## src/rtl/interval_booking_table_macros.svh

```systemverilog
// Assertion macros used by the interval booking table RTL.
`ifndef INTERVAL_BOOKING_TABLE_MACROS_SVH
`define INTERVAL_BOOKING_TABLE_MACROS_SVH

`ifndef SYNTHESIS

// The condition holds at every clock edge outside reset.
`define IBT_ASSERT(lbl, cond) \
  lbl: assert property (@(posedge clk) disable iff (!rst_n) (cond)) \
    else $error("interval booking table: invariant violated");

// The consequent holds in the same cycle as the antecedent.
`define IBT_ASSERT_IMP(lbl, ante, cons) \
  lbl: assert property (@(posedge clk) disable iff (!rst_n) (ante) |-> (cons)) \
    else $error("interval booking table: implication violated");

// The consequent holds in the cycle after the antecedent.
`define IBT_ASSERT_NEXT(lbl, ante, cons) \
  lbl: assert property (@(posedge clk) disable iff (!rst_n) (ante) |=> (cons)) \
    else $error("interval booking table: next-cycle check violated");

`else

`define IBT_ASSERT(lbl, cond)
`define IBT_ASSERT_IMP(lbl, ante, cons)
`define IBT_ASSERT_NEXT(lbl, ante, cons)

`endif

`endif

```

## src/rtl/ibt_pkg.sv

```systemverilog
// Types and constants shared by the interval booking table files.
package ibt_pkg;

  // Default sizing of the table.
  localparam int CAPACITY_DEF  = 64;
  localparam int TIME_BITS_DEF = 32;

  // Width of the span fields on the request channel.
  localparam int SPAN_W = 32;

  // Result status codes.
  typedef enum logic [1:0] {
    STATUS_BOOKED  = 2'd0,
    STATUS_OVERLAP = 2'd1,
    STATUS_FULL    = 2'd2
  } status_t;

  // Request sequencer states.
  typedef enum logic [1:0] {
    ST_IDLE,
    ST_SCAN,
    ST_FINISH
  } state_t;

endpackage

```

## src/rtl/ibt_if.sv

```systemverilog
// Valid/ready channel interfaces for booking requests and results.
interface ibt_req_if;
  logic                       valid;
  logic                       ready;
  logic [ibt_pkg::SPAN_W-1:0] span_start;
  logic [ibt_pkg::SPAN_W-1:0] span_end;

  modport source (output valid, output span_start, output span_end, input ready);
  modport sink (input valid, input span_start, input span_end, output ready);
endinterface

interface ibt_rsp_if;
  logic             valid;
  logic             ready;
  logic             accepted;
  ibt_pkg::status_t status;

  modport source (output valid, output accepted, output status, input ready);
  modport sink (input valid, input accepted, input status, output ready);
endinterface

```

## src/rtl/interval_booking_table.sv

```systemverilog
// Interval booking table: reserves half-open time spans and refuses overlapping ones.
//
// Each request item [span_start, span_end) is compared against every stored
// span by reading the span memory one entry per cycle through its single read
// port into a read data register; a finish step then, once the output register
// is free, writes back a booked span and loads the result. One request is
// worked on at a time; a finished result waits in an output register while
// the next request is accepted, from the cycle after the result is loaded.
// Status is booked, overlap (which wins over full) or full. Empty or reversed
// spans overlap nothing and are stored as given.
// Entries past the fill count are never read, so the memory needs no clearing.
module interval_booking_table #(
  parameter int CAPACITY  = ibt_pkg::CAPACITY_DEF,
  parameter int TIME_BITS = ibt_pkg::TIME_BITS_DEF
) (
  input  logic       clk,
  input  logic       rst_n,
  ibt_req_if.sink    in_req,
  ibt_rsp_if.source  out_rsp
);
  import ibt_pkg::*;

`include "interval_booking_table_macros.svh"

  localparam int CNT_W = $clog2(CAPACITY + 1);
  localparam int IDX_W = (CAPACITY > 1) ? $clog2(CAPACITY) : 1;
  localparam int ENT_W = 2 * TIME_BITS;
  localparam logic [CNT_W-1:0] CAP_CNT = CNT_W'(CAPACITY);

  // Span memory: start in the upper half, end in the lower half.
  logic [ENT_W-1:0]     span_mem [CAPACITY];
  logic [ENT_W-1:0]     rd_data_r;

  state_t               state_r, state_nxt;
  logic [CNT_W-1:0]     count_r, count_nxt;
  logic [CNT_W-1:0]     issue_r, issue_nxt;
  logic                 rd_vld_r, rd_vld_nxt;
  logic                 clash_r, clash_nxt;
  logic [TIME_BITS-1:0] start_r, start_nxt;
  logic [TIME_BITS-1:0] end_r, end_nxt;
  logic                 out_valid_r, out_valid_nxt;
  logic                 out_accepted_r, out_accepted_nxt;
  status_t              out_status_r, out_status_nxt;

  logic                 in_ready;
  logic                 in_fire;
  logic                 rd_en;
  logic                 finish_fire;
  logic                 book;
  logic                 wr_en;
  logic                 slot_free;
  logic                 scan_done;
  logic                 hit;
  logic [TIME_BITS-1:0] stored_start;
  logic [TIME_BITS-1:0] stored_end;

  assign in_fire   = in_req.valid && in_ready;
  assign slot_free = !out_valid_r || out_rsp.ready;
  assign scan_done = (issue_r == count_r) && !rd_vld_r;
  assign book      = !clash_r && (count_r != CAP_CNT);
  assign wr_en     = finish_fire && book;

  // Next state of the request sequencer.
  always_comb begin
    state_nxt = state_r;
    case (state_r)
      ST_IDLE: begin
        if (in_fire) state_nxt = ST_SCAN;
      end
      ST_SCAN: begin
        if (scan_done) state_nxt = ST_FINISH;
      end
      ST_FINISH: begin
        if (slot_free) state_nxt = ST_IDLE;
      end
      default: state_nxt = ST_IDLE;
    endcase
  end

  // Control decode of the sequencer state.
  always_comb begin
    in_ready    = 1'b0;
    rd_en       = 1'b0;
    finish_fire = 1'b0;
    case (state_r)
      ST_IDLE:   in_ready    = 1'b1;
      ST_SCAN:   rd_en       = (issue_r != count_r);
      ST_FINISH: finish_fire = slot_free;
      default:   in_ready    = 1'b0;
    endcase
  end

  // Overlap test: max(starts) < min(ends) split into four parallel compares.
  assign stored_start = rd_data_r[ENT_W-1:TIME_BITS];
  assign stored_end   = rd_data_r[TIME_BITS-1:0];
  assign hit = (stored_start < stored_end) && (start_r < end_r) &&
               (stored_start < end_r) && (start_r < stored_end);

  // Datapath next values.
  always_comb begin
    count_nxt        = count_r;
    issue_nxt        = issue_r;
    rd_vld_nxt       = rd_en;
    clash_nxt        = clash_r;
    start_nxt        = start_r;
    end_nxt          = end_r;
    out_valid_nxt    = out_valid_r;
    out_accepted_nxt = out_accepted_r;
    out_status_nxt   = out_status_r;

    if (in_fire) begin
      start_nxt = TIME_BITS'(in_req.span_start);
      end_nxt   = TIME_BITS'(in_req.span_end);
      issue_nxt = '0;
      clash_nxt = 1'b0;
    end
    if (rd_en) issue_nxt = issue_r + CNT_W'(1);
    if (rd_vld_r && hit) clash_nxt = 1'b1;

    if (out_valid_r && out_rsp.ready) out_valid_nxt = 1'b0;
    if (finish_fire) begin
      out_valid_nxt    = 1'b1;
      out_accepted_nxt = book;
      if (clash_r) begin
        out_status_nxt = STATUS_OVERLAP;
      end else if (book) begin
        out_status_nxt = STATUS_BOOKED;
      end else begin
        out_status_nxt = STATUS_FULL;
      end
      if (book) count_nxt = count_r + CNT_W'(1);
    end
  end

  // Control registers.
  always_ff @(posedge clk) begin
    if (!rst_n) begin
      state_r     <= ST_IDLE;
      count_r     <= '0;
      rd_vld_r    <= 1'b0;
      out_valid_r <= 1'b0;
    end else begin
      state_r     <= state_nxt;
      count_r     <= count_nxt;
      rd_vld_r    <= rd_vld_nxt;
      out_valid_r <= out_valid_nxt;
    end
  end

  // Payload registers.
  always_ff @(posedge clk) begin
    issue_r        <= issue_nxt;
    clash_r        <= clash_nxt;
    start_r        <= start_nxt;
    end_r          <= end_nxt;
    out_accepted_r <= out_accepted_nxt;
    out_status_r   <= out_status_nxt;
  end

  // Span memory: one write port, one registered read port.
  always_ff @(posedge clk) begin
    if (wr_en) span_mem[count_r[IDX_W-1:0]] <= {start_r, end_r};
    if (rd_en) rd_data_r <= span_mem[issue_r[IDX_W-1:0]];
  end

  // Channel outputs.
  assign in_req.ready     = in_ready;
  assign out_rsp.valid    = out_valid_r;
  assign out_rsp.accepted = out_accepted_r;
  assign out_rsp.status   = out_status_r;

  // Checks on the sequencer and the fill count.
  `IBT_ASSERT(a_count_bound, count_r <= CAP_CNT)
  `IBT_ASSERT_NEXT(a_accept_scans, in_fire, state_r == ST_SCAN)
  `IBT_ASSERT_NEXT(a_book_counts, wr_en, count_r == $past(count_r) + CNT_W'(1))
  `IBT_ASSERT_IMP(a_rw_apart, wr_en, !rd_en && !rd_vld_r)
  `IBT_ASSERT_IMP(a_result_code, out_valid_r,
                  out_accepted_r == (out_status_r == STATUS_BOOKED))

endmodule

```

## src/flat_wrapper.sv

```systemverilog
// flat-port wrapper written by rule: the top's interface ports become plain ports
module interval_booking_table_flat import ibt_pkg::*;
#(
  parameter int CAPACITY  = ibt_pkg::CAPACITY_DEF,
  parameter int TIME_BITS = ibt_pkg::TIME_BITS_DEF
)
  (clk, rst_n, in_req_valid, in_req_span_start, in_req_span_end, in_req_ready, out_rsp_valid, out_rsp_accepted, out_rsp_status, out_rsp_ready);
  ibt_req_if in_req_i ();
  ibt_rsp_if out_rsp_i ();
  input  logic clk;
  input  logic rst_n;
  input wire logic [$bits(in_req_i.valid)-1:0] in_req_valid;
  input wire logic [$bits(in_req_i.span_start)-1:0] in_req_span_start;
  input wire logic [$bits(in_req_i.span_end)-1:0] in_req_span_end;
  output wire logic [$bits(in_req_i.ready)-1:0] in_req_ready;
  output wire logic [$bits(out_rsp_i.valid)-1:0] out_rsp_valid;
  output wire logic [$bits(out_rsp_i.accepted)-1:0] out_rsp_accepted;
  output wire logic [$bits(out_rsp_i.status)-1:0] out_rsp_status;
  input wire logic [$bits(out_rsp_i.ready)-1:0] out_rsp_ready;
  assign in_req_i.valid = in_req_valid;
  assign in_req_i.span_start = in_req_span_start;
  assign in_req_i.span_end = in_req_span_end;
  assign in_req_ready = in_req_i.ready;
  assign out_rsp_valid = out_rsp_i.valid;
  assign out_rsp_accepted = out_rsp_i.accepted;
  assign out_rsp_status = out_rsp_i.status;
  assign out_rsp_i.ready = out_rsp_ready;
  interval_booking_table #(.CAPACITY(CAPACITY), .TIME_BITS(TIME_BITS)) u_core (.clk(clk), .rst_n(rst_n), .in_req(in_req_i), .out_rsp(out_rsp_i));
endmodule
```

## config.mk

```make
export PLATFORM = sky130hd
export DESIGN_NAME = interval_booking_table_flat
export DESIGN_NICKNAME = d
export VERILOG_FILES = /design/src/rtl/ibt_pkg.sv /design/src/rtl/ibt_if.sv /design/src/rtl/interval_booking_table.sv /design/src/flat_wrapper.sv
export VERILOG_INCLUDE_DIRS = /design/src /design/src/rtl
export SDC_FILE = /design/constraint.sdc
export NUM_CORES = 2
export LEC_CHECK = 0
export ABC_CLOCK_PERIOD_IN_PS = 5890
export BUFFER_PORTS_ARGS = -buffer_cell sky130_fd_sc_hd__buf_2
export CAP_MARGIN = 0
export CORE_MARGIN = 1.5
export CORE_UTILIZATION = 45
export DETAILED_ROUTE_END_ITERATION = 10
export GPL_TIMING_DRIVEN = 0
export SLEW_MARGIN = 20
export SYNTH_ARGS = -nofsm -noshare
export SYNTH_HDL_FRONTEND = slang
export SYNTH_SLANG_ARGS = --single-unit
```

## constraint.sdc

```tcl
create_clock -name clk -period 5.89 [get_ports clk]
set_input_delay 0.2945 -clock clk [delete_from_list [all_inputs] [get_ports clk]]
set_output_delay 0.2945 -clock clk [all_outputs]
set_load 0.01 [all_outputs]
```

=== After elaboration in Yosys (flattened, before gate mapping) ===
Memory sizes are Yosys's and may differ from the RTL's. A register that Yosys moved wholly into a read port is not among the register bits.
Index checks and enable logic that the tools add are counted.

* Eq/ne operators: 8
* Add/sub/neg operators: 2
* Reduce and logical (&&, ||, !) cells: 18
* Multiplexer cells: 14
* Order comparisons: 4

{| class="wikitable"
|+ Operator list
! operator !! number
|-
| less-than comparator 32 bit || 4
|-
| adder 7 x 1 -> 7 bit, second input constant || 2
|-
| two-way mux 7 bit || 2
|-
| logical AND 1 bit || 9
|-
| two-way mux 2 bit || 4
|-
| equality test 7 bit || 1
|-
| two-way mux 1 bit || 7
|-
| inequality test 7 bit || 1
|-
| inequality test 7 bit, second input constant || 1
|-
| inequality test 2 x 1 -> 1 bit, second input constant || 3
|-
| one-hot mux 2 bit (3 select lines) || 1
|-
| nonzero test 2 bit || 2
|-
| zero test 1 bit || 3
|-
| AND reduction 3 bit || 1
|-
| equality test 2 x 1 -> 1 bit, second input constant || 1
|-
| equality test 2 bit, second input constant || 1
|-
| zero test 2 bit || 1
|-
| AND reduction 2 bit || 1
|-
| logical OR 1 bit || 1
|}

* Register bits after elaboration: 86
* Logic and storage cells: 57
* Memory bits (writable): 4096
* Output and inout port bits: 5
* Memories: 1
* Bits of input ports: 68

{| class="wikitable"
|+ Memories
! memory !! depth !! width !! read ports !! clocked after memory_dff !! write ports !! RTL line !! RTL
|-
| u_core.span_mem || 64 || 64 || 1 || 1 || 1 || interval_booking_table.sv:31 || <nowiki>logic [ENT_W-1:0] span_mem [CAPACITY];</nowiki>
|}

=== Logic depth before layout (Yosys ltp) ===
* Depth after elaboration: 6
* Depth in mapped cells: 10
* Gate-level depth less buffers: 8

=== Worst setup path before layout ===
No wires, ideal clock.

* Path kind: register to register
* Start point: register u_core.count_r[0]
* End point: memory u_core.span_mem[59][0] (netlist name), enable pin
* Stages on the path, launching flop included: 9
* Buffers on the path: 1
* Library setup time: 0.487 ns
* Slack: 0.667 ns
* Arrival time: 4.736 ns
* Data required time: 5.403 ns
* Cell sequence: dfxtp_1 clkbuf_1 inv_1 ha_1 and3b_1 a2111oi_4 nor2b_1 nand3_1 nor2_1

* Cells in the longest elaborated chain, start to end: 5

{| class="wikitable"
|+ Ends and longest elaborated chain
! what !! RTL line !! RTL
|-
| from (decl) || interval_booking_table.sv:35 || <nowiki>logic [CNT_W-1:0] count_r, count_nxt;</nowiki>
|-
| from (signal assigned) || interval_booking_table.sv:144 || <nowiki>count_r <= count_nxt;</nowiki>
|-
| inequality test 7 bit || interval_booking_table.sv:60 || <nowiki>assign book = !clash_r && (count_r != CAP_CNT);</nowiki>
|-
| logical AND 1 bit || interval_booking_table.sv:60 ||
|-
| logical AND 1 bit || interval_booking_table.sv:61 || <nowiki>assign wr_en = finish_fire && book;</nowiki>
|-
| two-way mux 1 bit || interval_booking_table.sv:162 || <nowiki>if (wr_en) span_mem[count_r[IDX_W-1:0]] <= {start_r, end_r};</nowiki>
|-
| two-way mux 1 bit (implied by the code) || interval_booking_table.sv:162 ||
|-
| to (decl) || interval_booking_table.sv:31 ||
|}

Parallel ways exist; a longest one is shown, timed or not.

=== Worst setup path in the final report ===
* Start point: register u_core.issue_r[3]
* End point: register u_core.rd_data_r[47], read port of u_core.span_mem, data pin

* Cells in the longest elaborated chain, start to end: 2

{| class="wikitable"
|+ Ends and longest elaborated chain
! what !! RTL line !! RTL
|-
| from (decl) || interval_booking_table.sv:36 || <nowiki>logic [CNT_W-1:0] issue_r, issue_nxt;</nowiki>
|-
| from (signal assigned) || interval_booking_table.sv:152 || <nowiki>issue_r <= issue_nxt;</nowiki>
|-
| inequality test 7 bit || interval_booking_table.sv:87 || <nowiki>ST_SCAN: rd_en = (issue_r != count_r);</nowiki>
|-
| two-way mux 1 bit || interval_booking_table.sv:85 || <nowiki>case (state_r)</nowiki>
|-
| to (decl) || interval_booking_table.sv:32 || <nowiki>logic [ENT_W-1:0] rd_data_r;</nowiki>
|}

Parallel ways exist; a longest one is shown, timed or not.
A chain may end at the register's enable or synchronous reset.

==> qor.csv <==
metric,value,unit
number of buffers created by CTS,425,
worst-skew pair later-pin latency,1.02,ns
synthesized flop and latch total,4246,
DP Area,0.179,mm2
worst r2r dst,u_core.rd_data_r[47],
dominant synthesized flop cell,edfxtp_1,
Tot GR Track Use,27.0,%
crit share post-route,89.4,%
Post-Layout Inst Area,0.194,mm2
die area,0.366,mm2
Syn Inst Count,6961,
root buffer cell,clkbuf_16,
CTS tree,yes,
post-layout util,53.8,%
crit path from,u_core.issue_r[3],
Setup CP Type,flop to flop,
Hold Path Origin,in_req_span_start[9],
Async SR Flop Fraction,0,%
clock slew at reported path FFs,0.06,ns
via/cell ratio,6.24,
die extent in x,605,um
Tmin final,5.27,ns
setup tns final,0,ns
dpl hpwl,352000,um
max cap viols,0,
clock buffer depth,4,
DR pass1 iterations,6,
cell count of the worst reg-to-reg path,9,
Clock Sinks,4246,
initial antenna violation count,45,
largest net degree at the start of global routing,49,
P per Cell Area,355,mW/mm2
Post-Route WL,495000,um
DRC,0,
via count,82200,
CP Max Fanout,10,
final slew viol count,0,
CP startpoint kind,flop,
PortBufs,72,
CP arrival,5.95,ns
"Avg Cell Area, Syn",23.4,um2
I/O pins,73,
global-route wire length before repair,672000,um
RR Startpoint,u_core.issue_r[3],
"antenna viol nets, final",0,
RSZ-0062 raised after global routing,false,
Placeable Area,0.360,mm2
flop2flop setup slack,0.62,ns
H-tree depth,5,
Unique masters post-synth,52,
Slew Limit Headroom,10.8,%
Syn. warnings,0,
Fin. Hold Viols,0,
"Data required, critical path",6.57,ns
WHS,0.0709,ns
setup violators final,0,
mapped cell area,0.163,mm2
Worst VDD drop,0.319,mV
status,"complete, no violations",
skew final,0.0736,ns
Worst setup endpoint,u_core.rd_data_r[47],
# fillers,27000,
Layout area overhead,18.8,%
post-synthesis sequential area ratio,78.1,%
Wirelength per Cell,37.6,um
fraction of layout cells with a size suffix above 1,29.6,%
most frequent cells in the layout,"edfxtp_1 (4234), mux4_2 (1109), clkbuf_16 (430)",
nets@finish,8219,
gr ovfl total,0,
Row Count,220,
Post-synth EDFFs,4234,
HP Class,input port to flop,
fmax,190,MHz
synthesized net count,7156,
crit end category,flop,
vias in the first global route,81500,
Initial Utilization,45.3,%
Least-Margin Pin Slew,1.33,ns
Static Leak,0.0611,uW
"most common cell after layout, fill and taps aside",edfxtp_1,
initial DRC count,12100,
GPL Wtd Cong,0.896,
chip height,605,um
==> report_power, final <==
part	switching [uW]	total, uW	internal [uW]
logic	5240	8430	3190
clock network	11500	26700	15100
registers	204	33700	33500
==> per-stage QoR <==
stage	cells	power (uW)	worst slack, ns
3_3_place_gp	11800	42200	-5.45
6_report	13200	68800	0.622
3_5_place_dp	12200	42600	0.795
4_1_cts	13200	69000	0.762
5_1_grt	13200	70400	0.645
2_1_floorplan	6961	38700	0.667
==> registers in the layout, summed over array words and instances (netlist names) <==
signal                   cells
u_core.count_r               7
u_core.clash_r               1
u_core.rd_data_r            64
u_core.state_r               2
u_core.rd_vld_r              1
u_core.start_r              32
u_core.span_mem           4096
u_core.end_r                32
u_core.out_rsp.status        2
u_core.issue_r               7
u_core.out_rsp.accepted      1
u_core.out_rsp.valid         1
==> cell families after synthesis <==
logic type               Yosys count  share of synthesized area [%]
AND/OR/NAND/NOR                  261                          0.724
buffers and inverters            426                           1.16
AO/OA/AOI/OAI                    507                           2.03
adder cells (fa/ha/maj)          127                          0.974
XOR/XNOR                          17                         0.0913
multiplexers                    1377                           17.0
flip-flops                      4246                           78.1
==> how the worst min path moves through the flow <==
stage | end | slack [ns] | cells after the start
after floorplan | u_core.end_r[0] | 0.39 | 0
after global placement | u_core.end_r[7] | 0.47 | 1
after detailed placement | u_core.end_r[24] | 0.47 | 1
after CTS | u_core.end_r[0] | 0.02 | 2
after global routing | u_core.start_r[9] | 0.07 | 2
final | u_core.start_r[9] | 0.07 | 2
==> cells in the mapped netlist, drive strengths merged (4+ instances only) <==
master | number | area (um2)
nor2 | 103 | 387
o21a | 7 | 52.6
nor3 | 6 | 30.0
nand2 | 75 | 282
o221ai | 135 | 1180
a21o | 9 | 67.6
a21oi | 145 | 726
mux2i | 268 | 2680
nor4 | 4 | 25.0
clkbuf | 182 | 683
inv | 67 | 251
mux4 | 1109 | 25000
o22ai | 101 | 632
nand4 | 25 | 156
nand3 | 17 | 85.1
nand2b | 7 | 43.8
edfxtp | 4234 | 127000
o21ai | 85 | 425
buf | 176 | 951
xnor2 | 8 | 70.1
a211oi | 5 | 37.5
xor2 | 9 | 78.8
ha | 127 | 1590
dfxtp | 12 | 240
o31ai | 4 | 30.0
==> worst max-delay path, cell delays in order, from the launching register on <==
cell	delay (ns)
edfxtp_1	0.35
clkbuf_1	0.27
inv_2	0.45
buf_2	0.72
buf_2	0.59
clkbuf_1	0.76
o221ai_1	0.44
o21ai_0	0.21
a21oi_1	0.36
mux4_2	0.70
==> layer usage <==
metal | vias to the layer above | track usage [%] | share of wire, %
li1 | 32300 | - | -
met4 | 18 | 12.2 | 5.2
met5 | - | 0 | 0.021
met1 | 44500 | 36.3 | 38
met2 | 4578 | 43.2 | 47
met3 | 879 | 5.16 | 9.5
==> final cells by class <==
type | count | area [um2] | share of cell area (%)
diodes | 18 | 45.0 | 0.0232
inverters | 68 | 263 | 0.136
multi-input cells | 2289 | 34400 | 17.8
well taps | 4773 | 5970 | 3.08
clock buffers | 537 | 11200 | 5.76
plain buffers | 358 | 1700 | 0.879
clock inverters | 248 | 2440 | 1.26
flip-flops and latches | 4246 | 127000 | 65.7
repair buffers | 636 | 10400 | 5.38
==> what timing repair did <==
| item | in CTS | in global routing |
|---|---|---|
| hold buffers | 125 | 0 |
| resized for setup | 0 | 0 |
| endpoints found under the hold margin | 78 | 0 |
| setup buffers | 0 | 0 |
No activity file was read; power rests on OpenSTA's default activity.
